`config.mk`:
```
export PLATFORM = sky130hd
export DESIGN_NAME = lru_key_value_cache
export DESIGN_NICKNAME = d
export VERILOG_FILES = /design/src/rtl/lkvc_pkg.sv /design/src/rtl/lkvc_cell.sv /design/src/rtl/lkvc_csr.sv /design/src/rtl/lru_key_value_cache.sv
export SDC_FILE = /design/constraint.sdc
export NUM_CORES = 1
export LEC_CHECK = 0
export BUFFER_PORTS_ARGS = -buffer_cell sky130_fd_sc_hd__buf_2
export CAP_MARGIN = 20
export CORE_MARGIN = 3
export CORE_UTILIZATION = 60
export DETAILED_ROUTE_END_ITERATION = 6
export GPL_TIMING_DRIVEN = 0
export PLACE_DENSITY = 0.84
export REMOVE_ABC_BUFFERS = 1
export SYNTH_ARGS = -nofsm -noshare
export SYNTH_HDL_FRONTEND = slang
export SYNTH_SLANG_ARGS = --single-unit
export TNS_END_PERCENT = 10
```
`constraint.sdc`:
```
create_clock -name clock -period 7.6 [get_ports clock]
set_input_delay 0.76 -clock clock [delete_from_list [all_inputs] [get_ports clock]]
set_output_delay 0.76 -clock clock [all_outputs]
set_load 0.1 [all_outputs]
```
`src/rtl/lkvc_pkg.sv`:
```
// ----------------------------------------------------------------------------
// lkvc_pkg
// Shared types and constants of the LRU key/value cache: field widths,
// operation codes, register index and the entry word that moves along the
// chain of cells.
// ----------------------------------------------------------------------------
package lkvc_pkg;

   // default number of cells
   localparam int ENTRIES_DEFAULT = 8;

   // payload widths
   localparam int KEY_W   = 32;
   localparam int VALUE_W = 32;

   // capacity register
   localparam int CAP_W           = 4;
   localparam int CAP_RESET_VALUE = 8;

   // configuration port
   localparam int DATA_W = 32;
   localparam int ADDR_W = 3;

   // register index, taken from the word address bit
   localparam logic REG_CAPACITY = 1'b0;

   // operation codes
   typedef enum logic {
      KIND_GET = 1'b0,
      KIND_PUT = 1'b1
   } kind_type;

   // one entry as held by a cell and handed to its neighbour
   typedef struct packed {
      logic               valid;
      logic [KEY_W-1:0]   key;
      logic [VALUE_W-1:0] value;
   } entry_type;

endpackage

```
`src/rtl/lkvc_cell.sv`:
```
// ----------------------------------------------------------------------------
// lkvc_cell
// One cell of the recency chain. Its place in the chain is its rank: cell 0
// holds the most recent entry. On an update every cell at or below the
// boundary takes the entry of the cell before it, cell 0 takes the new one.
// ----------------------------------------------------------------------------
module lkvc_cell #(
   parameter int IDX_W    = $clog2(lkvc_pkg::ENTRIES_DEFAULT),
   parameter int CELL_IDX = 0
) (
   input  logic                       clock,
   input  logic                       reset,
   input  logic                       update,
   input  logic [IDX_W-1:0]           boundary,
   input  lkvc_pkg::entry_type        prev,
   input  logic [lkvc_pkg::KEY_W-1:0] query_key,
   output lkvc_pkg::entry_type        entry,
   output logic                       hit
);

   logic                           valid_ff, valid_in;
   logic [lkvc_pkg::KEY_W-1:0]     key_ff, key_in;
   logic [lkvc_pkg::VALUE_W-1:0]   value_ff, value_in;
   logic                           shift;

   // this cell moves when the boundary lies at or beyond it
   assign shift = update && (IDX_W'(CELL_IDX) <= boundary);

   // next contents
   always_comb begin
      valid_in = shift ? prev.valid : valid_ff;
      key_in   = shift ? prev.key   : key_ff;
      value_in = shift ? prev.value : value_ff;
   end

   // valid bit
   always_ff @(posedge clock) begin
      if (reset) begin
         valid_ff <= 1'b0;
      end else begin
         valid_ff <= valid_in;
      end
   end

   // key and value words
   always_ff @(posedge clock) begin
      key_ff   <= key_in;
      value_ff <= value_in;
   end

   // key compare
   assign hit = valid_ff && (key_ff == query_key);

   assign entry.valid = valid_ff;
   assign entry.key   = key_ff;
   assign entry.value = value_ff;

endmodule

```
`src/rtl/lkvc_csr.sv`:
```
// ----------------------------------------------------------------------------
// lkvc_csr
// Register port holding the capacity. Written values of zero are taken as
// one and values above the cell count saturate.
// ----------------------------------------------------------------------------
module lkvc_csr #(
   parameter int ENTRIES = lkvc_pkg::ENTRIES_DEFAULT
) (
   input  logic                        clock,
   input  logic                        reset,
   input  logic                        psel,
   input  logic                        penable,
   input  logic                        pwrite,
   input  logic [lkvc_pkg::ADDR_W-1:0] paddr,
   input  logic [lkvc_pkg::DATA_W-1:0] pwdata,
   output logic [lkvc_pkg::DATA_W-1:0] prdata,
   output logic                        pready,
   output logic [lkvc_pkg::CAP_W-1:0]  capacity
);

   localparam int CAP_LIMIT = (1 << lkvc_pkg::CAP_W) - 1;
   localparam logic [lkvc_pkg::CAP_W-1:0] CAP_MAX =
      lkvc_pkg::CAP_W'((ENTRIES > CAP_LIMIT) ? CAP_LIMIT : ENTRIES);
   localparam logic [lkvc_pkg::CAP_W-1:0] CAP_RESET =
      lkvc_pkg::CAP_W'((lkvc_pkg::CAP_RESET_VALUE > ENTRIES) ?
                       ENTRIES : lkvc_pkg::CAP_RESET_VALUE);

   logic [lkvc_pkg::CAP_W-1:0] capacity_ff, capacity_in;
   logic [lkvc_pkg::CAP_W-1:0] wr_data;
   logic                       sel_capacity;
   logic                       wr_en;

   assign pready       = 1'b1;
   assign sel_capacity = (paddr[2] == lkvc_pkg::REG_CAPACITY);
   assign wr_en        = psel && penable && pwrite && pready && sel_capacity;

   // clamp of the written word
   always_comb begin
      wr_data = pwdata[lkvc_pkg::CAP_W-1:0];
      if (wr_data == '0) begin
         wr_data = lkvc_pkg::CAP_W'(1);
      end else if (wr_data > CAP_MAX) begin
         wr_data = CAP_MAX;
      end
      capacity_in = wr_en ? wr_data : capacity_ff;
   end

   always_ff @(posedge clock) begin
      if (reset) begin
         capacity_ff <= CAP_RESET;
      end else begin
         capacity_ff <= capacity_in;
      end
   end

   // read back
   assign prdata   = sel_capacity ? lkvc_pkg::DATA_W'(capacity_ff) : '0;
   assign capacity = capacity_ff;

endmodule

```
`src/rtl/lru_key_value_cache.sv`:
```
// Result: rsp_strobe and the result word are registered and appear in the cycle after start is taken.
// Throughput: one operation per cycle; compare, boundary select and chain
// shift of all cells complete in the accepting cycle. busy stays low.
// Reset (synchronous): all cells empty, occupancy zero, capacity eight or
// the cell count if smaller. The receiver cannot stall the result word.
// ----------------------------------------------------------------------------
// lru_key_value_cache
// Fully associative key/value store with least-recently-used replacement,
// built as a chain of cells ordered by recency.
// ----------------------------------------------------------------------------
module lru_key_value_cache #(
   parameter int ENTRIES = lkvc_pkg::ENTRIES_DEFAULT
) (
   input  logic                          clock,
   input  logic                          reset,
   input  logic                          start,
   output logic                          busy,
   input  logic                          req_kind,
   input  logic [lkvc_pkg::KEY_W-1:0]    req_key,
   input  logic [lkvc_pkg::VALUE_W-1:0]  req_write_value,
   output logic                          rsp_strobe,
   output logic                          rsp_found,
   output logic [lkvc_pkg::VALUE_W-1:0]  rsp_read_value,
   input  logic                          psel,
   input  logic                          penable,
   input  logic                          pwrite,
   input  logic [lkvc_pkg::ADDR_W-1:0]   paddr,
   input  logic [lkvc_pkg::DATA_W-1:0]   pwdata,
   output logic [lkvc_pkg::DATA_W-1:0]   prdata,
   output logic                          pready
);

   localparam int IDX_W = (ENTRIES > 1) ? $clog2(ENTRIES) : 1;
   localparam int OCC_W = $clog2(ENTRIES + 1);
   localparam int CMP_W = (OCC_W > lkvc_pkg::CAP_W) ? OCC_W : lkvc_pkg::CAP_W;

   logic [lkvc_pkg::CAP_W-1:0]    capacity;
   logic                          accept;
   logic                          is_put;
   logic [ENTRIES-1:0]            hit;
   logic [ENTRIES-1:0]            valid_vec;
   logic                          hit_any;
   logic [IDX_W-1:0]              hit_idx;
   logic [lkvc_pkg::VALUE_W-1:0]  hit_value;
   logic                          full;
   logic [OCC_W-1:0]              occ_dec;
   logic [IDX_W-1:0]              boundary;
   logic                          update;
   lkvc_pkg::entry_type           head;
   lkvc_pkg::entry_type           cell_entry [ENTRIES];

   logic [OCC_W-1:0]              occupancy_ff, occupancy_in;
   logic                          rsp_strobe_ff, rsp_strobe_in;
   logic                          rsp_found_ff, rsp_found_in;
   logic [lkvc_pkg::VALUE_W-1:0]  rsp_read_value_ff, rsp_read_value_in;

   // register port
   lkvc_csr #(
      .ENTRIES (ENTRIES)
   ) u_csr (
      .clock    (clock),
      .reset    (reset),
      .psel     (psel),
      .penable  (penable),
      .pwrite   (pwrite),
      .paddr    (paddr),
      .pwdata   (pwdata),
      .prdata   (prdata),
      .pready   (pready),
      .capacity (capacity)
   );

   assign busy   = 1'b0;
   assign accept = start && !busy;
   assign is_put = (req_kind == lkvc_pkg::KIND_PUT);

   // hit position and hit value across the chain
   always_comb begin
      hit_idx   = '0;
      hit_value = '0;
      for (int i = 0; i < ENTRIES; i++) begin
         if (hit[i]) begin
            hit_idx   = hit_idx | IDX_W'(i);
            hit_value = hit_value | cell_entry[i].value;
         end
      end
      hit_any = |hit;
   end

   // shift boundary: hit cell, least recent cell on eviction, or first free
   always_comb begin
      full     = CMP_W'(occupancy_ff) >= CMP_W'(capacity);
      occ_dec  = occupancy_ff - OCC_W'(1);
      if (hit_any) begin
         boundary = hit_idx;
      end else if (full) begin
         boundary = occ_dec[IDX_W-1:0];
      end else begin
         boundary = occupancy_ff[IDX_W-1:0];
      end
      update = accept && (hit_any || is_put);
   end

   // new most recent entry
   always_comb begin
      head.valid = 1'b1;
      head.key   = req_key;
      head.value = is_put ? req_write_value : hit_value;
   end

   // chain of cells
   for (genvar g = 0; g < ENTRIES; g++) begin : g_cell
      lkvc_pkg::entry_type prev;
      if (g == 0) begin : g_head
         assign prev = head;
      end else begin : g_link
         assign prev = cell_entry[g-1];
      end
      lkvc_cell #(
         .IDX_W    (IDX_W),
         .CELL_IDX (g)
      ) u_cell (
         .clock     (clock),
         .reset     (reset),
         .update    (update),
         .boundary  (boundary),
         .prev      (prev),
         .query_key (req_key),
         .entry     (cell_entry[g]),
         .hit       (hit[g])
      );
      assign valid_vec[g] = cell_entry[g].valid;
   end

   // occupancy grows only on an insert without eviction
   always_comb begin
      occupancy_in = occupancy_ff;
      if (accept && is_put && !hit_any && !full) begin
         occupancy_in = occupancy_ff + OCC_W'(1);
      end
   end

   always_ff @(posedge clock) begin
      if (reset) begin
         occupancy_ff <= '0;
      end else begin
         occupancy_ff <= occupancy_in;
      end
   end

   // result word
   always_comb begin
      rsp_strobe_in     = accept;
      rsp_found_in      = hit_any;
      rsp_read_value_in = (!is_put && hit_any) ? hit_value : '0;
   end

   always_ff @(posedge clock) begin
      if (reset) begin
         rsp_strobe_ff <= 1'b0;
      end else begin
         rsp_strobe_ff <= rsp_strobe_in;
      end
   end

   always_ff @(posedge clock) begin
      rsp_found_ff      <= rsp_found_in;
      rsp_read_value_ff <= rsp_read_value_in;
   end

   assign rsp_strobe     = rsp_strobe_ff;
   assign rsp_found      = rsp_found_ff;
   assign rsp_read_value = rsp_read_value_ff;

`ifndef SYNTHESIS
   // a key sits in at most one cell
   assert property (@(posedge clock) disable iff (reset) $onehot0(hit))
      else $error("key present in more than one cell");

   // valid cells match the occupancy count
   assert property (@(posedge clock) disable iff (reset)
      $countones(valid_vec) == int'(occupancy_ff))
      else $error("valid cells disagree with occupancy");

   // occupancy never exceeds the cell count
   assert property (@(posedge clock) disable iff (reset)
      occupancy_ff <= OCC_W'(ENTRIES))
      else $error("occupancy above cell count");

   // an accepted write leaves its key as the most recent entry
   assert property (@(posedge clock) disable iff (reset)
      accept && is_put |=> cell_entry[0].valid && cell_entry[0].key == $past(req_key))
      else $error("written key not at head of chain");

   // misses and writes return a zero value
   assert property (@(posedge clock) disable iff (reset)
      accept && (is_put || !hit_any) |=> rsp_read_value == '0)
      else $error("non-zero value on miss or write");
`endif

endmodule

```
Word-level counts from Yosys, hierarchy flattened
Cells that the tools add are included.
{ "word_totals": {"regBits": 562, "inputBits": 106, "word_cells": 108} }
{ "op_classes": {"addsub": 2, "n_lt_le_gt_ge": 10, "n_eq_ne": 8, "mux": 21, "bitwise_logic": 8, "reduce_logical": 30} }
{ "ops": {"columns": ["op", "count"], "rows": [
  ["2-to-1 mux 32 bit", 9],
  ["equality test 32 bit", 8],
  ["OR 32 bit", 7],
  ["logical AND 1 bit", 24],
  ["2-to-1 mux 3 bit", 6],
  ["<= comparator 3 bit (first input constant)", 4],
  ["2-to-1 mux 4 bit", 3],
  ["OR reduction 8 bit", 1],
  ["<= comparator 1 x 3 -> 1 bit (first input constant)", 2],
  ["<= comparator 2 x 3 -> 1 bit (first input constant)", 2],
  ["adder 4 x 1 -> 4 bit (second input constant)", 1],
  ["greater-or-equal comparator 4 bit", 1],
  ["greater-than comparator 4 bit (second input constant)", 1],
  ["zero test 4 bit", 1],
  ["2-to-1 mux 2 bit", 2],
  ["zero test 1 bit", 3],
  ["subtractor 3 x 1 -> 3 bit (second input constant)", 1],
  ["logical OR 1 bit", 1],
  ["2-to-1 mux 1 bit", 1],
  ["NOT 1 bit", 1]
]} }

Depth between registers and ports, before layout
Gate-level depths: netlist of the first run.
{ "logic_depth": {"ltp_word": 18, "depth_mapped": 14} }

Cells and area by module
Synthesis of the first run repeated with hierarchy kept, for this count alone.
{ "unflattened": {"hier_cells": 1307, "area_unflattened_um2": 22071.2} }
{ "by_module_without_submodules": {"columns": ["mod", "instances", "cells_per_inst", "area_per_inst_um2", "seq_area_each_um2"], "rows": [
  ["lkvc_cell at g_cell[1].u_cell ...", 2, 113, 2327.2, 1941.9],
  ["lkvc_cell at g_cell[4].u_cell ...", 2, 113, 2324.7, 1941.9],
  ["lru_key_value_cache", 1, 349, 3020.4, 760.7],
  ["lkvc_cell at g_cell[3].u_cell", 1, 114, 2329.7, 1941.9],
  ["lkvc_cell at g_cell[5].u_cell", 1, 113, 2328.5, 1941.9],
  ["lkvc_cell at g_cell[2].u_cell", 1, 113, 2326.0, 1941.9],
  ["lkvc_cell at g_cell[0].u_cell", 1, 113, 2322.2, 1941.9],
  ["lkvc_csr", 1, 53, 440.4, 80.1]
]} }

Least setup slack after synthesis of the first run
OpenSTA, ideal clock, no wires.
{ "synth_path": {"path_kind": "input -> register", "from": "input req_key[21] in the netlist's numbering", "to": "register g_cell[5].u_cell.key_ff[0] in the netlist's numbering (enable)", "setup_time_ns": 0.511, "t_arrival_ns": 5.887, "t_required_ns": 7.089, "setup_slack_ns": 1.203, "cell_stages": 12, "n_path_buf": 1, "cell_sequence": "buf_2 xor2_1 nor4_1 nand4_1 nor3_4 nor4_1 and2_4 clkinv_2 o21ai_4 clkinv_4 o21ai_4 a21oi_1"} }
{ "synth_via": {"elab_cells_between_ends": 29} }
{ "synth_rtl": {"columns": ["element", "line", "text"], "rows": [
  ["start, declared", "lru_key_value_cache.sv:19", "input logic [lkvc_pkg::KEY_W-1:0] req_key,"],
  ["equality test 32 bit", "lkvc_cell.sv:52", "assign hit = valid_ff && (key_ff == query_key);"],
  ["logical AND 1 bit", "lkvc_cell.sv:52", null],
  ["OR reduction 8 bit (*)", "lru_key_value_cache.sv:87", "hit_any = |hit;"],
  ["via hit_any", "lru_key_value_cache.sv:42", "logic hit_any;"],
  ["2-to-1 mux 3 bit / logical OR 1 bit (equally long branches)", "lru_key_value_cache.sv:94, lru_key_value_cache.sv:101", null],
  ["<= comparator 3 bit / logical AND 1 bit (equally long branches)", "lkvc_cell.sv:27, lru_key_value_cache.sv:101", null],
  ["logical AND 1 bit (*)", "lkvc_cell.sv:27", "assign shift = update && (IDX_W'(CELL_IDX) <= boundary);"],
  ["via g_cell[5].u_cell.shift", "lkvc_cell.sv:24", "logic shift;"],
  ["end signal, assigned", "lkvc_cell.sv:47", "key_ff <= key_in;"],
  ["end, declared", "lkvc_cell.sv:22", "logic [lkvc_pkg::KEY_W-1:0] key_ff, key_in;"]
]} }
Mark *: on every way through the listed nets, which the timed path passes. The rest lies on a longest branch.
A chain may end at the register's enable or synchronous reset.

Final worst setup path of the first run
{ "layout_path": {"from": "input req_key[0] in the netlist's numbering", "to": "register g_cell[3].u_cell.value_ff[9] in the netlist's numbering (enable)"} }
{ "layout_via": {"elab_cells_between_ends": 29} }
{ "layout_rtl": {"columns": ["element", "line", "text"], "rows": [
  ["equality test 32 bit", "lkvc_cell.sv:52", null],
  ["logical AND 1 bit", "lkvc_cell.sv:52", null],
  ["OR reduction 8 bit (*)", "lru_key_value_cache.sv:87", null],
  ["via hit_any", "lru_key_value_cache.sv:42", null],
  ["2-to-1 mux 3 bit / logical OR 1 bit (equally long branches)", "lru_key_value_cache.sv:94, lru_key_value_cache.sv:101", null],
  ["<= comparator 2 x 3 -> 1 bit / logical AND 1 bit (equally long branches)", "lkvc_cell.sv:27, lru_key_value_cache.sv:101", null],
  ["logical AND 1 bit (*)", "lkvc_cell.sv:27", null],
  ["via g_cell[3].u_cell.shift", "lkvc_cell.sv:24", null],
  ["end signal, assigned", "lkvc_cell.sv:48", "value_ff <= value_in;"],
  ["end, declared", "lkvc_cell.sv:23", "logic [lkvc_pkg::VALUE_W-1:0] value_ff, value_in;"]
]} }
Marked as above.

==> flow_metrics.tcl, run 1 <==
set metrics [dict create \
    status "finished clean" \
    viasPerCell 6.20 \
    vias 12431 \
    synth-compound-area-share 0.0626 \
    startpoint_type "input pin" \
    wire_per_inst_um 24.8 \
    grt_setup_unrepaired "false" \
    layout_min_cycle_time_ns 5.16 \
    yosys.area_share.simple 0.0605 \
    synth_common_cells "edfxtp_1 (512), xor2_1 (219), nor2_1 (84)" \
    wl_um 49700 \
    netlist.area_leader.share 0.695 \
    synth.area.top_cells "edfxtp_1 (69%), xor2_1 (8.7%), dfxtp_1 (4.5%)" \
    rr_endpoint "g_cell[3].u_cell.value_ff[9]" \
    cts-resized-gates 0 \
    synth-seq-cells 562 \
    core_um2 36000 \
    cap_viol_max_count 0 \
    ir_worst_vdd_mv 0.206 \
    synthCells 1378 \
    clkLatencyLatePin_ns 0.61 \
    antenna_found_initial 0 \
    netlist_area_um2 22100 \
    clockRootBuffer "clkbuf_16" \
    finalSetupTns_ns 0 \
    clk_pin_slew_ns 0.06 \
    start_util 0.615 \
    cpPeakStageDelay_ns 0.83 \
    grt_max_degree 70 \
    yosysTopAreaCell "edfxtp_1" \
    synth_cell_types 49 \
    fin_crit_sh 0.679 \
    max_freq_mhz 194 \
    dp_hpwl_um 31000 \
    cp-endpoint "g_cell[3].u_cell.value_ff[9]" \
    yosys_warnings 0 \
    layout.nets 1611 \
    worstPathMaxFanout 69 \
    ctsHoldBuffers 0 \
    cts_max_level 2 \
    ios 174 \
    diodes 0 \
    r2r_start "g_cell[0].u_cell.key_ff[10]" \
    fp-row-count 69 \
    hp-start "start" \
    ys_async_sr_fraction 0 \
    cp_slowest_cell "nor3_4" \
    hold_viol_final 0 \
    p_per_area_nw_per_um2 256 \
    die_x_um 198 \
    r2r_cells 13 \
    cts_buffer_depth 3 \
    slew_headroom 0.295 \
    cts_buffers 52 \
    synth-main-ff-cell "edfxtp_1" \
    cp.required_ns 7.81 \
    synth_most_common_cell "edfxtp_1" \
    place_congestion 0.903 \
    fp.dieH_um 198 \
    critPathLaunch "req_key[0]" \
    synth_edf_count 512 \
    cts_tree "done" \
    skew_ns 0.0302 \
    reg2reg_slack_ns 2.45 \
    ant_nets 0 \
    path_class "input pin to flip-flop" \
    clkSinkCount 562 \
    synthMuxAreaShare 0.00277 \
    avgSynthCellArea_um2 16.1 \
    areaGrowthSynthToFinish_pct 14.1 \
    p_leak_nw 8.64 \
    holdCritPathClass "input pin to flip-flop" \
    finish.utilization 0.702 \
    synth-adder-area-share 0.00339 \
    grt_pass1_vias 12707 \
    post_cts_buffers 0 \
    setup_viol 0 \
    grt_pass1_wl_um 74700 \
    worst_pin_slew_ns 1.05 \
    synthXorXnorAreaFrac 0.102 \
    ys_seq_area_frac 0.740 \
    maxSlewViolCount 0 \
    drtPass1Iterations 5 \
    synth_top_family_by_area "XOR/XNOR gates" \
    drive_above_1_share 0.157 \
    die_area_um2 39200 \
    worstSetupEndpointType "flip-flop" \
    dr.first_iter.drc_count 1559 \
    grt_use_total 0.254 \
    drc 0 \
    crit_chain "buf_2, xor2_1, nor4_1, nand3_1, nor3_4, nor4_1, and2_4, clkinv_2, o21ai_4, clkinv_4, o21ai_4, o22a_1, inv_4" \
    port_buffers 113 \
    crit_arrival_ns 5.37 \
    grt-ovfl-total 0 \
]
where the power goes:
group | internal (mW) | switching [mW] | leakage, nW
Sequential | 3.41 | 0.0356 | 5.03
Combinational | 0.0740 | 0.222 | 2.74
Clock | 1.59 | 1.13 | 0.870
Total | 5.08 | 1.39 | 8.64
sequential cells by signal, summed over array words and instances (netlist names):
register and cells:
g_cell.u_cell.key_ff 256, rsp_strobe 1, rsp_found 1, g_cell.u_cell.value_ff 256
rsp_read_value 32, g_cell.u_cell.valid_ff 8, occupancy_ff 4, u_csr.capacity 4
critical path, delay by kind of cell:
| kind | cells | cell delay (ns) |
|---|---|---|
| compound gates | 3 | 0.67 |
| buf+inv | 4 | 1.59 |
| simple gates | 5 | 2.09 |
| xor+xnor | 1 | 0.20 |
cell families after synthesis:
family / Yosys count
flops: 562
simple gates: 242
mux: 6
fa+ha+maj: 6
xor+xnor: 258
other cells: 2
buf+inv: 116
compound gates: 186
layout by cell type (no fill, tap or decap), types with 2 or more instances in the layout:
master	n
inv_4	3
clkinv_2	12
xnor2_1	39
clkbuf_16	53
xor2_1	219
mux2i_1	5
clkbuf_8	3
a21oi_1	41
a21o_1	2
nand2b_1	12
o21ai_4	2
dfxtp_1	50
inv_1	10
clkinv_1	4
and3_1	33
nand4_1	13
nor3_4	8
nand2_1	3
nor2_1	83
a22oi_1	64
buf_16	16
o21ai_0	4
a22o_1	32
nor3b_1	2
buf_8	6
buf_12	3
ha_1	6
a211o_1	2
a221oi_1	33
nor4_1	51
conb_1	30
clkbuf_1	15
inv_6	2
nand3_1	17
edfxtp_1	512
bufinv_16	8
buf_2	113
nor3_1	9
metrics by stage:
| stage | hold WS (ns) | instance area (um2) | power, mW | std cells | setup slack [ns] |
|---|---|---|---|---|---|
| after detailed placement | 0.433 | 23500 | 3.80 | 1904 | 2.04 |
| after global placement | 0.428 | 22800 | 3.79 | 1880 | -6.73 |
| after floorplan | 0.426 | 21700 | 3.68 | 1306 | -0.823 |
| final | 0.438 | 25300 | 6.47 | 2004 | 2.44 |
| after global routing | 0.438 | 25300 | 6.61 | 2004 | 2.32 |
| after CTS | 0.418 | 25200 | 6.47 | 2002 | 2.53 |
how the worst min path moves through the flow:
stage	end	slack (ns)	depth (start not counted)
floorplan	g_cell[5].u_cell.key_ff[19]	0.43	0
global placement	g_cell[5].u_cell.value_ff[18]	0.43	0
detailed placement	g_cell[6].u_cell.value_ff[16]	0.43	0
CTS	rsp_strobe	0.42	3
global route	rsp_strobe	0.44	3
finish	rsp_strobe	0.44	3
layout make-up:
| type | count | area [um2] |
|---|---|---|
| multi-input combinational | 728 | 5300 |
| clock inverter | 27 | 347 |
| inverter | 16 | 73.8 |
| sequential | 562 | 16400 |
| tap | 461 | 577 |
| fill | 2090 | 10700 |
| timing repair buffer | 139 | 1160 |
| clock buffer | 71 | 1420 |
layer usage:
layer,part of all wire,global-route usage,vias to the layer above
li1,-,-,5394
met1,0.37,0.335,6071
met2,0.49,0.423,824
met3,0.098,0.0463,142
met4,0.037,0.104,0
met5,0,0,-
(Power assumes the default switching activity.)
==> run 2: changes to the inputs <==
Settings changed: CORE_UTILIZATION 60 to 54, PLACE_DENSITY 0.84 to 0.8.
Clock period 7.6 ns to 4.4 ns, I/O delays scaled along.
==> run 2 against run 1 <==
Core utilization shrank 7.1 points. Final cell count grew 3.4%. Clock skew grew 0.0020 ns. Register-to-register slack lost 2.2 ns. Clock-buffer cell count shrank 7. Global-route usage shrank 3.0 points. Clock power grew 63%. Critical path depth is the same. Sequential share of layout area shrank 0.080 points. Total power grew 69%. Critical endpoint is now g_cell[3].u_cell.key_ff[24]. Highest routed layer unchanged.
==> flow_metrics.tcl, run 2 (synthesis gave the netlist of run 1 again) <==
set metrics [dict create \
    ios 174 \
    drtPass1Iterations 6 \
    slew_headroom 0.379 \
    wl_um 48400 \
    cpPeakStageDelay_ns 0.67 \
    ctsHoldBuffers 0 \
    cts_tree "done" \
    whs_ns 0.126 \
    dp_hpwl_um 31800 \
    dp.cells 1969 \
    antenna_found_initial 0 \
    startpoint_type "flip-flop" \
    status "finished clean" \
    fp.dieH_um 208 \
    clkLatencyLatePin_ns 0.60 \
    worst_pin_slew_ns 0.931 \
    fp-row-count 73 \
    layout.nets 1617 \
    cts_max_level 2 \
    diodes 0 \
    cp_top_family "simple AND/OR/NAND/NOR gates" \
    fin_crit_sh 0.952 \
    drive_above_1_share 0.157 \
    hp-start "start" \
    die_area_um2 43500 \
    cts_buffers 52 \
    power_mw 10.9 \
    critPathLaunch "g_cell[1].u_cell.key_ff[0]" \
    ir_worst_vdd_mv 0.317 \
    final_cell_mix "edfxtp_1 (512), xor2_1 (219), buf_2 (113)" \
    max_freq_mhz 239 \
    viasPerCell 5.92 \
    worst-path-buf-inv 4 \
    grt_use_total 0.224 \
    core_um2 40100 \
    cp.required_ns 4.61 \
    multiInputGateArea_um2 5310 \
    areaGrowthSynthToFinish_pct 14.3 \
    holdCritPathClass "input pin to flip-flop" \
    worstPathMaxFanout 69 \
    grt_pass1_vias 12753 \
    layout_min_cycle_time_ns 4.19 \
    clockRootBuffer "clkbuf_16" \
    path_class "flip-flop to flip-flop" \
    r2r_start "g_cell[1].u_cell.key_ff[0]" \
    maxSlewViolCount 0 \
    fin_cells 2072 \
    die_x_um 208 \
    grt-ovfl-total 0 \
    crit_arrival_ns 4.40 \
    ant_nets 0 \
    worstSetupEndpointType "flip-flop" \
    port_buffers 113 \
    cts_buffer_depth 3 \
    cap_viol_max_count 0 \
    setup_viol 0 \
    final_common_cell "edfxtp_1" \
    register_area_um2 16400 \
    wire_per_inst_um 23.4 \
    p_per_area_nw_per_um2 431 \
    grt_pass1_wl_um 74900 \
    hold_viol_final 0 \
    vias 12262 \
    p_leak_nw 8.63 \
    start_util 0.552 \
    crit_chain "xor2_1, nor4_1, nand3_1, nor3_4, buf_8, nor4_1, and2_4, clkinv_2, o21ai_4, clkinv_8, o21ai_4, o22a_1, inv_8" \
    cp_slowest_cell "nor4_1" \
    clkSinkCount 562 \
    skew_ns 0.0322 \
    fillers 2706 \
    place_congestion 0.825 \
    drc 0 \
    dr.first_iter.drc_count 1240 \
    fin_area_um2 25300 \
    grt_max_degree 70 \
    grt_setup_unrepaired "false" \
    dpl_cell_area_um2 23500 \
    clk_pin_slew_ns 0.06 \
]
-- run 2: cell count changes in the layout (fill, tap and decap cells not counted), sizes merged --
cell	change
buf	+6
bufinv	-3
clkbuf	-7
clkinv	+10
inv	-2
-- run 2: routing by layer --
metal / vias to the layer above / global-route usage / routed length (um) / part of all wire
met5: - / 0 / 0 / 0
met3: 122 / 0.0351 / 4050 / 0.084
met2: 671 / 0.369 / 23900 / 0.49
met4: 0 / 0.0995 / 1860 / 0.038
met1: 6065 / 0.297 / 18700 / 0.39
li1: 5404 / - / - / -
-- run 2: stage by stage --
step | setup TNS (ns) | utilization | setup slack, ns
after global routing | 0 | 0.631 | 0.0509
final | 0 | 0.631 | 0.210
after global placement | -4142.77 | 0.571 | -9.98
after CTS | 0 | 0.630 | 0.100
after floorplan | -1104.78 | - | -3.70
after detailed placement | -436.43 | 0.587 | -1.20
-- run 2: worst paths after layout --
check                                 endpoint  slack, ns  cells after the start
setup / recovery   g_cell[3].u_cell.key_ff[24]       0.21                     13
hold / removal                      rsp_strobe       0.13                      3
setup reg to reg   g_cell[3].u_cell.key_ff[24]       0.21                     13
hold reg to reg   g_cell[5].u_cell.value_ff[4]       0.45                      0
-- run 2: cell type report --
type,instances,share of cell area
Sequential cell,562,0.647
Multi-Input combinational cell,728,0.210
Clock buffer,64,0.0549
Timing Repair Buffer,145,0.0469
Tap cell,525,0.0260
Clock inverter,32,0.0116
Inverter,16,0.00341
-- run 2: repair_timing --
item / CTS / global route
endpoints found under the setup margin: 453 / 64
gates resized for setup: 3 / 2
pin swaps: 4 / 2
setup buffers: 6 / 0
-- run 2: worst min-delay path, delay by kind of cell --
family	cells	cell delay, ns
AND/OR/NAND/NOR	1	0.04
buffers and inverters	2	0.20
-- run 2: where the power goes --
| group | total [mW] | internal, mW | leakage (nW) | switching (mW) |
|---|---|---|---|---|
| Clock | 4.44 | 2.54 | 0.823 | 1.91 |
| Combinational | 0.509 | 0.131 | 2.77 | 0.379 |
| Sequential | 5.95 | 5.89 | 5.03 | 0.0568 |
| Total | 10.9 | 8.56 | 8.63 | 2.34 |
